<file path="config.mk">
export PLATFORM = sky130hd
export DESIGN_NAME = sha256_hasher_core_flat
export DESIGN_NICKNAME = d
export VERILOG_FILES = /design/src/design/sha256h_pkg.sv /design/src/design/sha256h_if.sv /design/src/design/sha256_hasher_core.sv /design/src/flat_wrapper.sv
export SDC_FILE = /design/constraint.sdc
export NUM_CORES = 2
export LEC_CHECK = 0
export ABC_AREA = 1
export BUFFER_PORTS_ARGS = -buffer_cell sky130_fd_sc_hd__buf_2
export CORE_MARGIN = 5
export CORE_UTILIZATION = 45
export CTS_CLUSTER_DIAMETER = 200
export CTS_CLUSTER_SIZE = 14
export DETAILED_ROUTE_END_ITERATION = 10
export HOLD_SLACK_MARGIN = 0.05
export PLACE_DENSITY = 0.73
export SKIP_CTS_REPAIR_TIMING = 1
export SLEW_MARGIN = 5
export SYNTH_ARGS = -nofsm -noshare
export SYNTH_HDL_FRONTEND = slang
export SYNTH_SLANG_ARGS = --single-unit
export TNS_END_PERCENT = 30
</file>
<file path="constraint.sdc">
create_clock -name clock -period 15.52 [get_ports clock]
set_input_delay 3.104 -clock clock [delete_from_list [all_inputs] [get_ports clock]]
set_output_delay 3.104 -clock clock [all_outputs]
set_load 0.01 [all_outputs]
</file>
<file path="src/design/sha256h_pkg.sv">
package sha256h_pkg;

   // Field widths of the request and response channels, and sizes of the internal state.
   localparam int DATA_W   = 8;
   localparam int WORD_W   = 32;
   localparam int INDEX_W  = 3;
   localparam int FILL_W   = 6;
   localparam int ROUND_W  = 6;
   localparam int WORDS    = 8;
   localparam int SCHED_N  = 16;
   localparam int LENGTH_W = 64;
   // Whole blocks are counted; the bit length is this count followed by fill and three zeros.
   localparam int BLOCK_CNT_W = LENGTH_W - FILL_W - 3;

   // Request operation codes.
   localparam logic OP_APPEND = 1'b0;
   localparam logic OP_FINISH = 1'b1;

   localparam logic [DATA_W-1:0] PAD_BYTE = 8'h80;

   localparam logic [WORD_W-1:0] INIT_VEC [WORDS] = '{
      32'h6a09e667, 32'hbb67ae85, 32'h3c6ef372, 32'ha54ff53a,
      32'h510e527f, 32'h9b05688c, 32'h1f83d9ab, 32'h5be0cd19};

   localparam logic [WORD_W-1:0] ROUND_K [64] = '{
      32'h428a2f98, 32'h71374491, 32'hb5c0fbcf, 32'he9b5dba5, 32'h3956c25b, 32'h59f111f1,
      32'h923f82a4, 32'hab1c5ed5, 32'hd807aa98, 32'h12835b01, 32'h243185be, 32'h550c7dc3,
      32'h72be5d74, 32'h80deb1fe, 32'h9bdc06a7, 32'hc19bf174, 32'he49b69c1, 32'hefbe4786,
      32'h0fc19dc6, 32'h240ca1cc, 32'h2de92c6f, 32'h4a7484aa, 32'h5cb0a9dc, 32'h76f988da,
      32'h983e5152, 32'ha831c66d, 32'hb00327c8, 32'hbf597fc7, 32'hc6e00bf3, 32'hd5a79147,
      32'h06ca6351, 32'h14292967, 32'h27b70a85, 32'h2e1b2138, 32'h4d2c6dfc, 32'h53380d13,
      32'h650a7354, 32'h766a0abb, 32'h81c2c92e, 32'h92722c85, 32'ha2bfe8a1, 32'ha81a664b,
      32'hc24b8b70, 32'hc76c51a3, 32'hd192e819, 32'hd6990624, 32'hf40e3585, 32'h106aa070,
      32'h19a4c116, 32'h1e376c08, 32'h2748774c, 32'h34b0bcb5, 32'h391c0cb3, 32'h4ed8aa4a,
      32'h5b9cca4f, 32'h682e6ff3, 32'h748f82ee, 32'h78a5636f, 32'h84c87814, 32'h8cc70208,
      32'h90befffa, 32'ha4506ceb, 32'hbef9a3f7, 32'hc67178f2};

   // Round functions of the compression.
   function automatic logic [WORD_W-1:0] big_sigma0(input logic [WORD_W-1:0] x);
      return {x[1:0], x[31:2]} ^ {x[12:0], x[31:13]} ^ {x[21:0], x[31:22]};
   endfunction

   function automatic logic [WORD_W-1:0] big_sigma1(input logic [WORD_W-1:0] x);
      return {x[5:0], x[31:6]} ^ {x[10:0], x[31:11]} ^ {x[24:0], x[31:25]};
   endfunction

   // Message schedule functions.
   function automatic logic [WORD_W-1:0] small_sigma0(input logic [WORD_W-1:0] x);
      return {x[6:0], x[31:7]} ^ {x[17:0], x[31:18]} ^ {3'b000, x[31:3]};
   endfunction

   function automatic logic [WORD_W-1:0] small_sigma1(input logic [WORD_W-1:0] x);
      return {x[16:0], x[31:17]} ^ {x[18:0], x[31:19]} ^ {10'b0, x[31:10]};
   endfunction

endpackage

</file>
<file path="src/design/sha256h_if.sv">
interface sha256h_req_if;
   import sha256h_pkg::*;

   logic              valid;
   logic              ready;
   logic              operation;
   logic [DATA_W-1:0] data_byte;

   modport source (output valid, output operation, output data_byte, input ready);
   modport sink (input valid, input operation, input data_byte, output ready);
endinterface

interface sha256h_rsp_if;
   import sha256h_pkg::*;

   logic               valid;
   logic               ready;
   logic [WORD_W-1:0]  digest_word;
   logic [INDEX_W-1:0] word_index;
   logic               last_word;

   modport source (output valid, output digest_word, output word_index, output last_word,
                   input ready);
   modport sink (input valid, input digest_word, input word_index, input last_word,
                 output ready);
endinterface

</file>
<file path="src/design/sha256_hasher_core.sv">
// SHA-256 over a byte stream. An append request that completes a 64-byte block is
// followed by the compression rounds and a fold of the result into the chaining words,
// and no request is taken until they are done. A finish request pads the current block
// and compresses it, or two blocks when fewer than nine bytes of room remain for the
// padding and length. The eight digest words then leave one per cycle in order while the
// receiver takes them, the eighth marked as last, and the block takes new requests once
// the last word has been taken. The single round unit performs one round a cycle
// together with one step of the message schedule.
module sha256_hasher_core (
   input logic           clock,
   input logic           reset,
   sha256h_req_if.sink   req_bus,
   sha256h_rsp_if.source rsp_bus
);
   import sha256h_pkg::*;

   typedef enum logic [3:0] {
      ST_IDLE  = 4'b0001,
      ST_ROUND = 4'b0010,
      ST_FOLD  = 4'b0100,
      ST_OUT   = 4'b1000
   } state_type;

   state_type               state_ff, state_in;
   logic [FILL_W-1:0]       fill_ff, fill_in;
   logic [BLOCK_CNT_W-1:0]  block_ff, block_in;
   logic [ROUND_W-1:0]      round_ff, round_in;
   logic [INDEX_W-1:0]      idx_ff, idx_in;
   logic                    fin_ff, fin_in;
   logic                    extra_ff, extra_in;
   logic [WORD_W-1:0]       chain_ff [WORDS];
   logic [WORD_W-1:0]       chain_in [WORDS];
   logic [WORD_W-1:0]       r_ff [WORDS];
   logic [WORD_W-1:0]       r_in [WORDS];
   logic [WORD_W-1:0]       w_ff [SCHED_N];
   logic [WORD_W-1:0]       w_in [SCHED_N];
   logic [LENGTH_W-1:0]     length_ff, length_in;

   logic [WORD_W-1:0]       t1, t2, w_next;
   logic [WORD_W-1:0]       fold_sum [WORDS];
   logic [LENGTH_W-1:0]     total_bits;
   logic                    req_fire, rsp_fire;

   assign req_fire = req_bus.valid & req_bus.ready;
   assign rsp_fire = rsp_bus.valid & rsp_bus.ready;

   // The message length is a whole number of blocks plus the bytes held now.
   assign total_bits = {block_ff, fill_ff, 3'b000};

   // One compression round, one schedule step and the fold sums.
   always_comb begin
      t1 = r_ff[7] + big_sigma1(r_ff[4]) + ((r_ff[4] & r_ff[5]) ^ (~r_ff[4] & r_ff[6]))
           + ROUND_K[round_ff] + w_ff[0];
      t2 = big_sigma0(r_ff[0])
           + ((r_ff[0] & r_ff[1]) ^ (r_ff[0] & r_ff[2]) ^ (r_ff[1] & r_ff[2]));
      w_next = w_ff[0] + small_sigma0(w_ff[1]) + w_ff[9] + small_sigma1(w_ff[14]);
      for (int i = 0; i < WORDS; i++) begin
         fold_sum[i] = chain_ff[i] + r_ff[i];
      end
   end

   // Response payload comes straight from the chaining registers.
   assign rsp_bus.valid       = (state_ff == ST_OUT);
   assign rsp_bus.digest_word = chain_ff[idx_ff];
   assign rsp_bus.word_index  = idx_ff;
   assign rsp_bus.last_word   = (idx_ff == INDEX_W'(WORDS - 1));
   assign req_bus.ready       = (state_ff == ST_IDLE);

   // Sequencer.
   always_comb begin
      state_in  = state_ff;
      fill_in   = fill_ff;
      block_in  = block_ff;
      round_in  = round_ff;
      idx_in    = idx_ff;
      fin_in    = fin_ff;
      extra_in  = extra_ff;
      length_in = length_ff;
      chain_in  = chain_ff;
      r_in      = r_ff;
      w_in      = w_ff;

      case (state_ff)
         ST_IDLE: begin
            if (req_fire) begin
               if (req_bus.operation == OP_APPEND) begin
                  // Byte 0 of a word sits in its top lane.
                  w_in[fill_ff[5:2]][{~fill_ff[1:0], 3'b000} +: 8] = req_bus.data_byte;
                  fill_in = fill_ff + 1'b1;
                  if (fill_ff == '1) begin
                     block_in = block_ff + 1'b1;
                     r_in     = chain_ff;
                     state_in = ST_ROUND;
                  end
               end else begin
                  // Pad: the marker byte after the data, zeros up to the end of the block.
                  for (int j = 0; j < SCHED_N; j++) begin
                     for (int l = 0; l < 4; l++) begin
                        if (FILL_W'(4 * j + l) == fill_ff) begin
                           w_in[j][(3 - l) * 8 +: 8] = PAD_BYTE;
                        end else if (FILL_W'(4 * j + l) > fill_ff) begin
                           w_in[j][(3 - l) * 8 +: 8] = '0;
                        end
                     end
                  end
                  // The length fits in this block only if fewer than 56 bytes are held.
                  if (fill_ff[5:3] != 3'b111) begin
                     w_in[SCHED_N-2] = total_bits[LENGTH_W-1:WORD_W];
                     w_in[SCHED_N-1] = total_bits[WORD_W-1:0];
                     extra_in        = 1'b0;
                  end else begin
                     extra_in = 1'b1;
                  end
                  length_in = total_bits;
                  fin_in    = 1'b1;
                  fill_in   = '0;
                  block_in  = '0;
                  r_in      = chain_ff;
                  state_in  = ST_ROUND;
               end
            end
         end
         ST_ROUND: begin
            r_in[7] = r_ff[6];
            r_in[6] = r_ff[5];
            r_in[5] = r_ff[4];
            r_in[4] = r_ff[3] + t1;
            r_in[3] = r_ff[2];
            r_in[2] = r_ff[1];
            r_in[1] = r_ff[0];
            r_in[0] = t1 + t2;
            for (int i = 0; i < SCHED_N - 1; i++) begin
               w_in[i] = w_ff[i + 1];
            end
            w_in[SCHED_N-1] = w_next;
            round_in = round_ff + 1'b1;
            if (round_ff == '1) begin
               state_in = ST_FOLD;
            end
         end
         ST_FOLD: begin
            chain_in = fold_sum;
            if (extra_ff) begin
               // Second padding block: zeros and the length.
               for (int i = 0; i < SCHED_N - 2; i++) begin
                  w_in[i] = '0;
               end
               w_in[SCHED_N-2] = length_ff[LENGTH_W-1:WORD_W];
               w_in[SCHED_N-1] = length_ff[WORD_W-1:0];
               r_in     = fold_sum;
               extra_in = 1'b0;
               state_in = ST_ROUND;
            end else if (fin_ff) begin
               idx_in   = '0;
               state_in = ST_OUT;
            end else begin
               state_in = ST_IDLE;
            end
         end
         ST_OUT: begin
            if (rsp_fire) begin
               idx_in = idx_ff + 1'b1;
               if (idx_ff == INDEX_W'(WORDS - 1)) begin
                  chain_in = INIT_VEC;
                  fin_in   = 1'b0;
                  state_in = ST_IDLE;
               end
            end
         end
         default: begin
            state_in = ST_IDLE;
         end
      endcase
   end

   // Control and chaining state.
   always_ff @(posedge clock) begin
      if (reset) begin
         state_ff <= ST_IDLE;
         fill_ff  <= '0;
         block_ff <= '0;
         round_ff <= '0;
         idx_ff   <= '0;
         fin_ff   <= 1'b0;
         extra_ff <= 1'b0;
         chain_ff <= INIT_VEC;
      end else begin
         state_ff <= state_in;
         fill_ff  <= fill_in;
         block_ff <= block_in;
         round_ff <= round_in;
         idx_ff   <= idx_in;
         fin_ff   <= fin_in;
         extra_ff <= extra_in;
         chain_ff <= chain_in;
      end
   end

   // Working variables, schedule window and saved length.
   always_ff @(posedge clock) begin
      r_ff      <= r_in;
      w_ff      <= w_in;
      length_ff <= length_in;
   end

endmodule

</file>
<file path="src/flat_wrapper.sv">
// flat-port wrapper written by rule: the top's interface ports become plain ports
module sha256_hasher_core_flat import sha256h_pkg::*;
  (clock, reset, req_bus_valid, req_bus_operation, req_bus_data_byte, req_bus_ready, rsp_bus_valid, rsp_bus_digest_word, rsp_bus_word_index, rsp_bus_last_word, rsp_bus_ready);
  sha256h_req_if req_bus_i ();
  sha256h_rsp_if rsp_bus_i ();
  input logic clock;
  input logic reset;
  input wire logic [$bits(req_bus_i.valid)-1:0] req_bus_valid;
  input wire logic [$bits(req_bus_i.operation)-1:0] req_bus_operation;
  input wire logic [$bits(req_bus_i.data_byte)-1:0] req_bus_data_byte;
  output wire logic [$bits(req_bus_i.ready)-1:0] req_bus_ready;
  output wire logic [$bits(rsp_bus_i.valid)-1:0] rsp_bus_valid;
  output wire logic [$bits(rsp_bus_i.digest_word)-1:0] rsp_bus_digest_word;
  output wire logic [$bits(rsp_bus_i.word_index)-1:0] rsp_bus_word_index;
  output wire logic [$bits(rsp_bus_i.last_word)-1:0] rsp_bus_last_word;
  input wire logic [$bits(rsp_bus_i.ready)-1:0] rsp_bus_ready;
  assign req_bus_i.valid = req_bus_valid;
  assign req_bus_i.operation = req_bus_operation;
  assign req_bus_i.data_byte = req_bus_data_byte;
  assign req_bus_ready = req_bus_i.ready;
  assign rsp_bus_valid = rsp_bus_i.valid;
  assign rsp_bus_digest_word = rsp_bus_i.digest_word;
  assign rsp_bus_word_index = rsp_bus_i.word_index;
  assign rsp_bus_last_word = rsp_bus_i.last_word;
  assign rsp_bus_i.ready = rsp_bus_ready;
  sha256_hasher_core u_core (.clock(clock), .reset(reset), .req_bus(req_bus_i), .rsp_bus(rsp_bus_i));
endmodule
</file>
==> impl_results.md <==
- Status: completed
- Max Transition Viols Final: 0
- Critical Path RT: about 16 ns
- Die area: 209,000 sq um
- Largest family of logic cells by synthesized area: simple AND/OR/NAND/NOR gates
- Tot GR Track Use: 0.387
- Setup TNS: 0 ns
- Unrepaired setup endpoints after global routing: no
- Xor/xnor share of the synthesized area: 0.0343
- Gate Count Post-Synth: approximately 12k
- CTS buffer count: 93
- Reg-to-reg endpoint: u_core.r_ff[255]$_DFFE_PP_
- Mapped Avg Cell Area: approximately 7.4 sq um
- # IOs: 51
- FF-to-FF path depth: 33
- Critical Path Most Common Cell: nand2_1
- Mapped cell area: between 90,000 and 100,000 sq um
- Ys flop type: edfxtp_1
- Area growth syn-to-layout: 5.82%
- Synthesized flop and latch total: roughly 1.2k
- # nets final: approximately 13k
- Count leader, synth: nand2_1
- Worst setup margin: approximately 5.6 ns
- DP HPWL: around 330,000 um
- Compound-Gate Fraction of Synth Area: 0.191
- Post-synthesis adder-cell area fraction: 0.101
- R2r setup slk: between 5 and 6 ns
- Post-synth cell types: 68
- Vias per cell: approximately 6.2
- Syn Nets: ~13k
- First-pass GRT wire length: approximately 600,000 um
- Worst Tran Pin Value: 1.31 ns
- Worst EP arrival: 10.45 ns
- Hold Vio Cnt, Final: 0
- Final period util: 0.636
- Mux cell area share after synthesis: 0.00135
- Num rows: 164
- Fraction of layout cells with a size suffix above 1: 0.0357
- Hold Path Class: flip-flop to flip-flop
- Final Setup Violations: 0
- CP startpoint: u_core.round_ff[2]$_SDFFE_PP0P_
- DRC viols: 0
- Simple-gate portion of the synthesized area: 0.238
- Vias in the first global route: between 80k and 90k
- CP max FO: 33
- Ys async rst share: 0
- Area contributors post-synth: edfxtp_1 (28%), nand2_1 (13%), dfxtp_1 (7.4%)
- Sink Count: roughly 1.2k
- Reg-to-reg critical path startpoint: u_core.round_ff[2]$_SDFFE_PP0P_
- Synth area leader: edfxtp_1
- Hold_sp: u_core.block_ff[22]$_SDFFE_PP0P_
- Post-synth top area share: 0.277
- Drt total wl: 423,000 um
- Final Wtd Congestion: between 1 and 1.5
- Htree depth: 3
- Synth top cells by count: nand2_1 (3,043), inv_1 (1,392), nor2_1 (986), o21ai_0 (960), a21oi_1 (946)
- Die width: 457 um
- Slew HR: 0.127
- Antenna violations before repair: 13
- Core Footprint: approximately 200,000 sq um
- Largest net degree at the start of global routing: between 150 and 200
- Critical Path End Type: flip-flop
- Pre-antenna DRT Iters: 7
- DR WL/cell: approximately 29 um
- Critical Path Max Stage Delay: 1.05 ns
- Setup Slack @ Placement: 5.97 ns
- Register area share after synthesis: 0.350
- Clk buf depth: 3
- Max-capacitance violation count: 0
- Clk slew on worst S/H paths: roughly 0.090 ns
- WHS Endpoint: u_core.length_ff[31]$_DFFE_PP_
- Via count: between 90k and 100k
- Hold depth: 0
- Clock period minus worst slack: around 10 ns
- Gr ovfl total: 0
- # port buffers: 50
- Yosys warnings: 0
- EDFF count, synth: just over 800
- Root buffer cell: clkbuf_16
- TritonCTS clock tree: yes
- CP max-delay cell: dfxtp_1
- Initial Util: 0.451
- F_max: 0.101 GHz
- DRT iter0 DRCs: about 14k
- CP startpoint kind: flip-flop
- Routed Antenna Nets: 0
- Final Skew: slightly below 0.09 ns
- Worst setup path class: flip-flop to flip-flop
- Die H: 457 um
- Worst-skew pair later-pin latency: ~0.84 ns
stage by stage:
stage          instances  utilization  hold slack [ns]  area, sq um
3_5_place_dp       14497        0.463            0.437        92400
4_1_cts            14673        0.477            0.456        95200
6_report           14681        0.478            0.458        95300
3_3_place_gp       14497        0.463            0.428        92400
2_1_floorplan      12204            -            0.403        90000
5_1_grt            14674        0.477            0.462        95200
cell usage in the layout (no fill, tap or decap), types with 39 or more instances in the layout:
cell       count
dfxtp_1      330
a32o_1        68
nor2_1       981
o32ai_1       39
nand4_1      111
o21bai_1      67
clkbuf_16     93
clkbuf_1      74
nor2_2        57
buf_2         49
fa_1         195
buf_4        116
o211ai_1     186
o21ai_0      960
nor3_1       131
o21a_1        47
a21oi_1      946
xnor2_1      144
o221ai_1      42
nand3_1      672
a31oi_1       77
edfxtp_1     829
nand2_1     3043
ha_1         401
a21o_1        57
nand3b_1      39
xor2_1       209
inv_1       1390
o22ai_1      288
kinds of logic (layout without fill, tap and decap cells):
| family | count (synthesis) | after routing |
|---|---|---|
| AO/OA/AOI/OAI | 2944 | 2944 |
| XOR/XNOR | 353 | 353 |
| adder cells (fa/ha/maj) | 616 | 616 |
| buffers and inverters | 1960 | 1773 |
| flip-flops | 1161 | 1161 |
| multiplexers | 12 | 12 |
| other | 0 | 8 |
| AND/OR/NAND/NOR | 5158 | 5158 |
metal layers:
layer,routed length (um),track usage
met2,179000,0.583
met5,41,0
met1,163000,0.505
met3,47200,0.0846
met4,33800,0.242
worst max-delay path, delay by kind of cell (launching register included):
| family | cells | cell delay [ns] |
|---|---|---|
| AO/OA/AOI/OAI | 4 | 1.14 |
| XOR/XNOR | 1 | 0.41 |
| adder cells (fa/ha/maj) | 6 | 2.73 |
| buffers and inverters | 4 | 1.27 |
| flip-flops | 1 | 1.05 |
| AND/OR/NAND/NOR | 18 | 3.02 |
layout make-up:
| cell class | count | area, sq um |
|---|---|---|
| inverter | 1429 | 5380 |
| sequential | 1161 | 31500 |
| clock buffer | 167 | 2610 |
| clock inverter | 9 | 195 |
| tap | 2656 | 3320 |
| timing repair buffer | 168 | 1170 |
| fill | 20423 | 104000 |
| multi-input combinational | 9083 | 51000 |
| antenna | 8 | 20.0 |
how the worst max path moves through the flow:
| stage | slack (ns) | to |
|---|---|---|
| 3_3_place_gp | 6.03 | u_core.r_ff[255]$_DFFE_PP_ |
| 4_1_cts | 5.96 | u_core.r_ff[255]$_DFFE_PP_ |
| 5_1_grt | 5.13 | u_core.r_ff[247]$_DFFE_PP_ |
| 2_1_floorplan | 0.26 | u_core.r_ff[0]$_DFFE_PP_ |
| 6_report | 5.65 | u_core.r_ff[255]$_DFFE_PP_ |
| 3_5_place_dp | 5.97 | u_core.r_ff[255]$_DFFE_PP_ |
Power is not shown: default switching activity piles up to over one toggle a cycle in this logic, so the estimate is an artifact.
